===== config.mk =====
export PLATFORM = sky130hd
export DESIGN_NAME = wav_stream_to_dac_core
export DESIGN_NICKNAME = d
export VERILOG_FILES = /design/src/hdl/wsd_pkg.sv /design/src/hdl/wsd_front.sv /design/src/hdl/wsd_jobq.sv /design/src/hdl/wsd_back.sv /design/src/hdl/wav_stream_to_dac_core.sv
export SDC_FILE = /design/constraint.sdc
export NUM_CORES = 1
export LEC_CHECK = 0
export BUFFER_PORTS_ARGS = -buffer_cell sky130_fd_sc_hd__buf_2
export CORE_MARGIN = 4
export CORE_UTILIZATION = 38
export CTS_CLUSTER_SIZE = 30
export DETAILED_ROUTE_END_ITERATION = 10
export MAX_ROUTING_LAYER = met4
export PLACE_DENSITY = 0.57
export RECOVER_POWER = 50
export SLEW_MARGIN = 0
export SYNTH_ARGS = -nofsm -noshare
export SYNTH_HDL_FRONTEND = slang
export SYNTH_SLANG_ARGS = --single-unit

===== constraint.sdc =====
create_clock -name clk -period 16.1 [get_ports clk]
set_clock_uncertainty 0.15 [all_clocks]
set_input_delay 3.22 -clock clk [delete_from_list [all_inputs] [get_ports clk]]
set_output_delay 3.22 -clock clk [all_outputs]
set_load 0.03 [all_outputs]

===== src/hdl/wsd_pkg.sv =====
// ----------------------------------------------------------------------------
// wsd_pkg
// Shared types and constants for the WAV byte stream to DAC code block.
// ----------------------------------------------------------------------------
package wsd_pkg;

  localparam int HEADER_BYTES = 44;
  localparam int DAC_BITS     = 12;
  localparam int HPOS_W       = 6;
  localparam int PROD_W       = 16;   // widest sample times ten
  localparam int STEP_W       = 4;    // counts PROD_W divider steps

  localparam logic [DAC_BITS-1:0] DAC_MAX = {DAC_BITS{1'b1}};
  localparam logic [7:0] SIGN_FLIP = 8'h80;
  localparam logic [3:0] UNITY_GAIN = 4'd10;
  localparam logic [7:0] VOLUME_RESET = 8'd10;

  // result kinds
  localparam logic KIND_HEADER = 1'b0;
  localparam logic KIND_SAMPLE = 1'b1;

  // header status codes
  localparam logic [2:0] ST_OK       = 3'd0;
  localparam logic [2:0] ST_BAD_RIFF = 3'd1;
  localparam logic [2:0] ST_BAD_WAVE = 3'd2;
  localparam logic [2:0] ST_BAD_FMT  = 3'd3;
  localparam logic [2:0] ST_BAD_DATA = 3'd4;

  // one queued job for the back end
  typedef struct packed {
    logic                kind;
    logic [DAC_BITS-1:0] raw;
    logic [2:0]          status;
    logic [31:0]         rate;
    logic [15:0]         channels;
    logic [15:0]         bits;
    logic [31:0]         length;
  } wsd_cmd_t;

  typedef struct packed {
    logic       hit;
    logic [2:0] code;
    logic [7:0] expect_byte;
  } wsd_tag_t;

  // expected tag byte at a header offset
  function automatic wsd_tag_t tag_lookup(input logic [HPOS_W-1:0] p);
    wsd_tag_t t;
    t.hit = 1'b1;
    t.code = ST_OK;
    t.expect_byte = 8'h00;
    case (p)
      6'd0:  begin t.code = ST_BAD_RIFF; t.expect_byte = 8'h52; end // R
      6'd1:  begin t.code = ST_BAD_RIFF; t.expect_byte = 8'h49; end // I
      6'd2:  begin t.code = ST_BAD_RIFF; t.expect_byte = 8'h46; end // F
      6'd3:  begin t.code = ST_BAD_RIFF; t.expect_byte = 8'h46; end // F
      6'd8:  begin t.code = ST_BAD_WAVE; t.expect_byte = 8'h57; end // W
      6'd9:  begin t.code = ST_BAD_WAVE; t.expect_byte = 8'h41; end // A
      6'd10: begin t.code = ST_BAD_WAVE; t.expect_byte = 8'h56; end // V
      6'd11: begin t.code = ST_BAD_WAVE; t.expect_byte = 8'h45; end // E
      6'd12: begin t.code = ST_BAD_FMT;  t.expect_byte = 8'h66; end // f
      6'd13: begin t.code = ST_BAD_FMT;  t.expect_byte = 8'h6d; end // m
      6'd14: begin t.code = ST_BAD_FMT;  t.expect_byte = 8'h74; end // t
      6'd15: begin t.code = ST_BAD_FMT;  t.expect_byte = 8'h20; end // space
      6'd36: begin t.code = ST_BAD_DATA; t.expect_byte = 8'h64; end // d
      6'd37: begin t.code = ST_BAD_DATA; t.expect_byte = 8'h61; end // a
      6'd38: begin t.code = ST_BAD_DATA; t.expect_byte = 8'h74; end // t
      6'd39: begin t.code = ST_BAD_DATA; t.expect_byte = 8'h61; end // a
      default: t.hit = 1'b0;
    endcase
    return t;
  endfunction

endpackage


===== src/hdl/wsd_front.sv =====
// ----------------------------------------------------------------------------
// wsd_front
// Byte parser: walks the header, checks tags, captures fields, and turns
// data bytes into raw sample jobs for the back end.
// ----------------------------------------------------------------------------
module wsd_front import wsd_pkg::*; (
  input  logic       clk,
  input  logic       rst,
  input  logic       in_fire,
  input  logic [7:0] data_byte,
  input  logic       file_start,
  output logic       job_valid,
  output wsd_cmd_t   job
);

  localparam logic [1:0] PH_HEADER = 2'd0;
  localparam logic [1:0] PH_DATA   = 2'd1;
  localparam logic [1:0] PH_IDLE   = 2'd2;

  logic [1:0]        phase, phase_next;
  logic [HPOS_W-1:0] hpos, hpos_next;
  logic [31:0]       dpos, dpos_next;
  logic [7:0]        low_hold, low_hold_next;
  logic [31:0]       rate, rate_next;
  logic [15:0]       chans, chans_next;
  logic [15:0]       bits, bits_next;
  logic [31:0]       length, length_next;
  logic [2:0]        tag_err, tag_err_next;
  wsd_tag_t          tag;
  logic [15:0]       word;

  assign word = {data_byte ^ SIGN_FLIP, low_hold};

  always_comb begin
    phase_next    = phase;
    hpos_next     = hpos;
    dpos_next     = dpos;
    low_hold_next = low_hold;
    rate_next     = rate;
    chans_next    = chans;
    bits_next     = bits;
    length_next   = length;
    tag_err_next  = tag_err;
    job_valid     = 1'b0;
    job           = '0;
    tag           = tag_lookup(hpos);

    // restart the file on the marked byte
    if (file_start) begin
      phase_next    = PH_HEADER;
      hpos_next     = '0;
      dpos_next     = '0;
      low_hold_next = '0;
      rate_next     = '0;
      chans_next    = '0;
      bits_next     = '0;
      length_next   = '0;
      tag_err_next  = ST_OK;
      tag           = tag_lookup('0);
    end

    case (phase_next)
      PH_HEADER: begin
        if (tag.hit && tag_err_next == ST_OK && data_byte != tag.expect_byte) begin
          tag_err_next = tag.code;
        end
        case (hpos_next) inside
          [6'd22:6'd23]: chans_next[8*hpos_next[0] +: 8] = data_byte;
          [6'd24:6'd27]: rate_next[8*hpos_next[1:0] +: 8] = data_byte;
          [6'd34:6'd35]: bits_next[8*hpos_next[0] +: 8] = data_byte;
          [6'd40:6'd43]: length_next[8*hpos_next[1:0] +: 8] = data_byte;
          default: ;
        endcase
        if (hpos_next == HPOS_W'(HEADER_BYTES - 1)) begin
          job_valid  = 1'b1;
          job.kind   = KIND_HEADER;
          job.status = tag_err_next;
          hpos_next  = '0;
          if (tag_err_next == ST_OK) begin
            job.rate     = rate_next;
            job.channels = chans_next;
            job.bits     = bits_next;
            job.length   = length_next;
            phase_next   = PH_DATA;
          end else begin
            phase_next = PH_IDLE;
          end
        end else begin
          hpos_next = hpos_next + 1'b1;
        end
      end
      PH_DATA: begin
        if (dpos_next >= length_next) begin
          phase_next = PH_IDLE;
        end else begin
          dpos_next = dpos_next + 1'b1;
          if (bits_next == 16'd8) begin
            job_valid = 1'b1;
            job.kind  = KIND_SAMPLE;
            job.raw   = DAC_BITS'(data_byte);
          end else if (bits_next == 16'd16) begin
            if (!dpos[0] || file_start) begin
              low_hold_next = data_byte;
            end else begin
              job_valid = 1'b1;
              job.kind  = KIND_SAMPLE;
              job.raw   = word[15 -: DAC_BITS];
            end
          end
        end
      end
      default: ;
    endcase
  end

  always_ff @(posedge clk) begin
    if (rst) begin
      phase    <= PH_HEADER;
      hpos     <= '0;
      dpos     <= '0;
      low_hold <= '0;
      rate     <= '0;
      chans    <= '0;
      bits     <= '0;
      length   <= '0;
      tag_err  <= ST_OK;
    end else if (in_fire) begin
      phase    <= phase_next;
      hpos     <= hpos_next;
      dpos     <= dpos_next;
      low_hold <= low_hold_next;
      rate     <= rate_next;
      chans    <= chans_next;
      bits     <= bits_next;
      length   <= length_next;
      tag_err  <= tag_err_next;
    end
  end

endmodule


===== src/hdl/wsd_jobq.sv =====
// ----------------------------------------------------------------------------
// wsd_jobq
// Two-entry job queue between the parser and the scaler.
// ----------------------------------------------------------------------------
module wsd_jobq import wsd_pkg::*; (
  input  logic     clk,
  input  logic     rst,
  input  logic     wr,
  input  wsd_cmd_t wr_job,
  output logic     q_full,
  input  logic     rd,
  output wsd_cmd_t rd_job,
  output logic     q_empty
);

  wsd_cmd_t   slots [2];
  logic       wr_ptr;
  logic       rd_ptr;
  logic [1:0] count;

  assign q_full  = count == 2'd2;
  assign q_empty = count == 2'd0;
  assign rd_job  = slots[rd_ptr];

  always_ff @(posedge clk) begin
    if (wr) begin
      slots[wr_ptr] <= wr_job;
    end
  end

  always_ff @(posedge clk) begin
    if (rst) begin
      wr_ptr <= 1'b0;
      rd_ptr <= 1'b0;
      count  <= 2'd0;
    end else begin
      if (wr) begin
        wr_ptr <= ~wr_ptr;
      end
      if (rd) begin
        rd_ptr <= ~rd_ptr;
      end
      count <= count + {1'b0, wr} - {1'b0, rd};
    end
  end

endmodule


===== src/hdl/wsd_back.sv =====
// ----------------------------------------------------------------------------
// wsd_back
// Scaler: takes jobs from the queue, runs raw*10/volume through a bit-serial
// divider, saturates, and holds the finished item in the output register.
// ----------------------------------------------------------------------------
module wsd_back import wsd_pkg::*; (
  input  logic                clk,
  input  logic                rst,
  input  logic                cfg_write,
  input  logic [7:0]          volume_divisor,
  input  logic                q_empty,
  input  wsd_cmd_t            q_job,
  output logic                q_pop,
  input  logic                pop,
  output logic                empty,
  output logic                result_kind,
  output logic [DAC_BITS-1:0] dac_code,
  output logic [2:0]          header_status,
  output logic [31:0]         sample_rate,
  output logic [15:0]         channel_count,
  output logic [15:0]         sample_bits,
  output logic [31:0]         data_length
);

  localparam logic [1:0] B_IDLE = 2'd0;
  localparam logic [1:0] B_DIV  = 2'd1;
  localparam logic [1:0] B_DONE = 2'd2;

  logic [1:0]          state;
  logic [7:0]          volume;
  wsd_cmd_t            work;
  logic [PROD_W-1:0]   dvd;
  logic [PROD_W-1:0]   quo;
  logic [7:0]          rem;
  logic [STEP_W-1:0]   step;
  logic                out_valid;
  logic                out_free;
  logic [8:0]          rem_sh;
  logic [8:0]          rem_diff;
  logic                ge;
  logic [PROD_W-1:0]   prod;
  logic [DAC_BITS-1:0] code_sat;

  assign empty    = ~out_valid;
  assign out_free = ~out_valid | pop;
  assign q_pop    = (state == B_IDLE) && !q_empty;

  // raw*10 as shift and add
  assign prod = {1'b0, q_job.raw, 3'b000} + {3'b000, q_job.raw, 1'b0};

  assign rem_sh   = {rem, dvd[PROD_W-1]};
  assign rem_diff = rem_sh - {1'b0, volume};
  assign ge       = rem_sh >= {1'b0, volume};

  // a zero divisor yields an all-ones quotient, which saturates below
  assign code_sat = (quo > PROD_W'(DAC_MAX)) ? DAC_MAX : quo[DAC_BITS-1:0];

  always_ff @(posedge clk) begin
    if (rst) begin
      volume <= VOLUME_RESET;
    end else if (cfg_write) begin
      volume <= volume_divisor;
    end
  end

  always_ff @(posedge clk) begin
    case (state)
      B_IDLE: begin
        if (!q_empty) begin
          work <= q_job;
          dvd  <= prod;
          rem  <= '0;
          quo  <= '0;
          step <= '0;
        end
      end
      B_DIV: begin
        rem  <= ge ? rem_diff[7:0] : rem_sh[7:0];
        quo  <= {quo[PROD_W-2:0], ge};
        dvd  <= dvd << 1;
        step <= step + 1'b1;
      end
      default: ;
    endcase
  end

  always_ff @(posedge clk) begin
    if (rst) begin
      state <= B_IDLE;
    end else begin
      case (state)
        B_IDLE: begin
          if (!q_empty) begin
            state <= (q_job.kind == KIND_SAMPLE) ? B_DIV : B_DONE;
          end
        end
        B_DIV: begin
          if (step == STEP_W'(PROD_W - 1)) begin
            state <= B_DONE;
          end
        end
        B_DONE: begin
          if (out_free) begin
            state <= B_IDLE;
          end
        end
        default: state <= B_IDLE;
      endcase
    end
  end

  always_ff @(posedge clk) begin
    if (rst) begin
      out_valid <= 1'b0;
    end else if (state == B_DONE && out_free) begin
      out_valid <= 1'b1;
    end else if (pop) begin
      out_valid <= 1'b0;
    end
  end

  always_ff @(posedge clk) begin
    if (state == B_DONE && out_free) begin
      result_kind   <= work.kind;
      dac_code      <= (work.kind == KIND_SAMPLE) ? code_sat : '0;
      header_status <= work.status;
      sample_rate   <= work.rate;
      channel_count <= work.channels;
      sample_bits   <= work.bits;
      data_length   <= work.length;
    end
  end

endmodule


===== src/hdl/wav_stream_to_dac_core.sv =====
// ----------------------------------------------------------------------------
// wav_stream_to_dac_core
// WAV file byte stream in, header reports and 12-bit DAC codes out.
// ----------------------------------------------------------------------------
//  channel   handshake           payload
//  input     push / full         data_byte, file_start
//  result    empty / pop         result_kind, dac_code, header_status,
//                                sample_rate, channel_count, sample_bits,
//                                data_length
//  config    cfg_write           volume_divisor
//
//  The parser takes one byte per cycle while the job queue has room.
//  A sample passes through the bit-serial divider in the scaler, while a
//  header report skips it. The divider sets the sustained rate.
//  Reset (rst, synchronous) restores volume 10 and the header phase.
//  A full result register stalls the scaler, and a full queue raises full.
// ----------------------------------------------------------------------------
module wav_stream_to_dac_core import wsd_pkg::*; (
  input  logic                clk,
  input  logic                rst,
  input  logic                push,
  output logic                full,
  input  logic [7:0]          data_byte,
  input  logic                file_start,
  output logic                empty,
  input  logic                pop,
  output logic                result_kind,
  output logic [DAC_BITS-1:0] dac_code,
  output logic [2:0]          header_status,
  output logic [31:0]         sample_rate,
  output logic [15:0]         channel_count,
  output logic [15:0]         sample_bits,
  output logic [31:0]         data_length,
  input  logic                cfg_write,
  input  logic [7:0]          volume_divisor
);

  logic     in_fire;
  logic     job_valid;
  wsd_cmd_t job;
  logic     q_full;
  logic     q_empty;
  logic     q_pop;
  wsd_cmd_t q_job;

  assign full    = q_full;
  assign in_fire = push & ~q_full;

  wsd_front u_front (
    .clk        (clk),
    .rst        (rst),
    .in_fire    (in_fire),
    .data_byte  (data_byte),
    .file_start (file_start),
    .job_valid  (job_valid),
    .job        (job)
  );

  wsd_jobq u_jobq (
    .clk     (clk),
    .rst     (rst),
    .wr      (in_fire & job_valid),
    .wr_job  (job),
    .q_full  (q_full),
    .rd      (q_pop),
    .rd_job  (q_job),
    .q_empty (q_empty)
  );

  wsd_back u_back (
    .clk            (clk),
    .rst            (rst),
    .cfg_write      (cfg_write),
    .volume_divisor (volume_divisor),
    .q_empty        (q_empty),
    .q_job          (q_job),
    .q_pop          (q_pop),
    .pop            (pop),
    .empty          (empty),
    .result_kind    (result_kind),
    .dac_code       (dac_code),
    .header_status  (header_status),
    .sample_rate    (sample_rate),
    .channel_count  (channel_count),
    .sample_bits    (sample_bits),
    .data_length    (data_length)
  );

endmodule

==> run summary <==
Unique masters post-synth = 73
FFs w/ async S/R, synth = 0%
Grt total ovfl = 0
Initial drt markers = 1301
Routed WL = 67.40 mm
Core area = 73080 um^2
CP bufs+invs = 4
First-pass GRT wire length = 105.0 mm
Area grow syn2layout = 12.87%
Final Hold Viols = 0
Routed vias/inst = 5.380
Synth warnings = 0
Max Root-Sink Buffers = 3
Io pins = 136
Setup TNS = 0 ns
Cells after Synth = 2322
Highest Clock Rate = 120.0 MHz
Slew Limit Fails = 492
Period utilization = 51.75%
Area of the multi-input gates = 9637 um^2
Final ANT Viol Nets = 0
Post-CTS setup buffer count = 0
Clock period minus worst slack = 8.332 ns
Syn_nets = 2406
Post-Syn Area = 28040 um^2
Htree depth = 3
Cell family with most CP delay = buffers and inverters
RSZ-0062 raised after global routing = false
Primary FF master, synth = edfxtp_1
Status = complete, but fails checks
Die area = 78200 um^2
Clock Latency Late Sink = 0.61 ns
Hold-fix buffers, CTS = 0
Final setup viols = 0
Worst hold slack = 0.2535 ns
CP Cell Sequence = buf_2 -> inv_2 -> buf_4 -> nand2_1 -> ha_1 -> a211oi_1 -> o21ai_0 -> a221oi_1 -> o211ai_1 -> a21oi_2 -> nand2_1 -> a211oi_4 -> buf_4
Initial core utilization = 38.37%
Via count = 18300
Worst path required time = 16.17 ns
Reg area = 17570 um^2
DR pass1 iterations = 5
Clk pin slew, worst setup/hold paths = 0.06 ns
Fill cells = 6825
Vias in the first global route = 18120
Synth Register Bits = 638
Critical Path AT = 8.40 ns
Sequential cell area fraction in the yosys report = 62.65%
Worst path slowest cell = buf_4
Slew @ Worst Pin = 3.767 ns
TritonCTS clock tree = built
Post_cts resized = 0
Failing checks = max-capacitance violations, max-slew violations
Synth Area per Inst = 12.07 um^2
Initial antenna violation count = 0
GRT Total Usage = 17.41%
Overall die height = 279.6 um
Layout Cells excl Fill = 3402
Cell Rows = 99
WL/cell = 19.81 um
# port buffers = 135
# clock sinks = 638
Setup CP Type = in2reg
CTS buffer count = 68
Max stage delay on crit path = 0.85 ns
CP max FO = 85
Remaining routing DRC violations = 0
Pwr/cell area = 109.6 nW/um^2
Max cap viols = 10
Type of the worst min-delay path = reg2reg
Die width = 279.6 um
Startpoint type of the worst setup path = input port
Detailed placement HPWL = 43.20 mm
Share of cells above drive strength 1 = 13.47%
Root buf cell = clkbuf_16
Peak supply drop = 0.07023 mV
Rel. slew slack = -151.1%
Antenna cell count = 0
Routability cong. = 0.8621
Total Nets Final = 2476
Placed Cells = 3281
Crit end category = register
Pin count of the biggest net entering global routing = 86
Post-synth EDFFs = 479
Leakage = 10.03 nW
==> flip-flops by register name (all words and copies together), names as in the netlist, 4 cells and up, named ones only <==
register,flops
u_jobq.slots,224
u_back.work,100
u_back.data_length,32
u_back.sample_rate,32
u_front.dpos,32
u_front.length,32
u_front.rate,32
u_back.channel_count,16
u_back.quo,16
u_back.sample_bits,16
u_front.bits,16
u_front.chans,16
u_back.dvd,15
u_back.dac_code,12
u_back.rem,8
u_back.volume,8
u_front.hpos,6
u_back.step,4
u_front.low_hold,4
==> final timing paths <==
kind	from	to	slack, ns	depth (start not counted)
max reg2reg	register	u_back.work[39]	9.79	3
min reg2reg	u_back.work[48]	u_back.channel_count[0]	0.25	0
min	u_back.work[48]	u_back.channel_count[0]	0.25	0
max	file_start	u_jobq.slots[0][2]	7.77	13
==> logic make-up after synthesis <==
| family | Yosys count | synth area share, % |
|---|---|---|
| DFF | 638 | 62.65 |
| buffers and inverters | 217 | 3.151 |
| AOI/OAI and AO/OA | 418 | 9.594 |
| muxes | 152 | 5.975 |
| xor gates and xnor gates | 17 | 0.5310 |
| and+or+nand+nor | 818 | 15.28 |
| adders and majority gates | 62 | 2.820 |
==> per-stage QoR <==
| stage | instance area, um^2 | utilization, % | total power, mW | setup slack (ns) |
|---|---|---|---|---|
| 2_1_floorplan | 28040 | - | 1.838 | 0.6698 |
| 3_3_place_gp | 29530 | 40.41 | 1.867 | 7.276 |
| 3_5_place_dp | 29530 | 40.41 | 1.868 | 7.178 |
| 4_1_cts | 31870 | 43.61 | 3.511 | 7.804 |
| 5_1_grt | 31650 | 43.30 | 3.593 | 7.283 |
| 6_report | 31650 | 43.30 | 3.468 | 7.768 |
==> cell usage after synthesis, drive strengths merged (7+ instances only) <==
master / n / area [um^2]
nor4: 14 / 93.84
nor2b: 61 / 384.1
xor2: 7 / 61.31
a31o: 16 / 140.1
o211ai: 9 / 67.56
nand3: 84 / 420.4
nand4: 26 / 175.2
nor2: 222 / 833.3
a32oi: 7 / 61.31
buf: 34 / 196.4
a211oi: 7 / 52.55
edfxtp: 479 / 14380
and3: 39 / 244.0
or3: 27 / 173.9
nand2: 167 / 626.9
nor3: 105 / 795.8
o21a: 17 / 127.6
and2: 30 / 187.7
inv: 53 / 198.9
clkbuf: 130 / 488.0
ha: 60 / 750.7
mux2: 123 / 1385
a31oi: 70 / 437.9
nor3b: 9 / 77.57
o21ai: 55 / 275.3
xnor2: 10 / 87.58
a21oi: 137 / 685.7
dfxtp: 159 / 3183
mux2i: 29 / 290.3
a311oi: 13 / 113.9
a22oi: 51 / 382.9
nand2b: 7 / 46.30
==> power breakdown <==
part,switching (mW),internal [mW],total [mW]
logic,0.0687,0.0171,0.0858
registers,0.00250,1.75,1.75
clock network,0.639,0.995,1.63
==> final cells by class <==
| type | count | area share (%) |
|---|---|---|
| Clock inverter | 38 | 1.696 |
| Clock buffer | 83 | 5.689 |
| Tap cell | 959 | 3.791 |
| Inverter | 53 | 0.6286 |
| Timing Repair Buffer | 164 | 2.238 |
| Sequential cell | 638 | 55.51 |
| Multi-Input combinational cell | 1467 | 30.45 |
==> worst reg2reg max path, stage by stage, from the launching register on <==
cell and delay, ns:
dfxtp_1 1.70, clkbuf_1 1.09, clkbuf_1 2.49, mux2_2 0.58
==> placed cells by master (no fill, tap or decap), drive strengths merged, types with 16 or more instances in the layout <==
master  netlist  final
a21oi       137    137
edfxtp      479    479
nor2b        61     61
mux2        123    123
inv          53     57
nand3        84     84
mux2i        29     29
nor3        105    105
clkbuf      130    209
a31oi        70     70
o21ai        55     55
nor2        222    222
nand2       167    167
dfxtp       159    159
and3         39     39
nand4        26     26
and2         30     30
clkinv        0     17
o21a         17     17
ha           60     60
a22oi        51     51
buf          34     38
or3          27     27
a31o         16     16
==> routing by layer <==
layer | wire length, um | global-route usage [%] | part of all wire [%] | vias to the layer above
met5 | 0 | - | 0 | -
met2 | 33320 | 28.83 | 49 | 423
li1 | - | - | - | 8759
met3 | 3080 | 2.700 | 4.6 | 109
met1 | 29350 | 22.15 | 44 | 9012
met4 | 1643 | 5.536 | 2.4 | 0
Power figures use the tool's default switching activity.
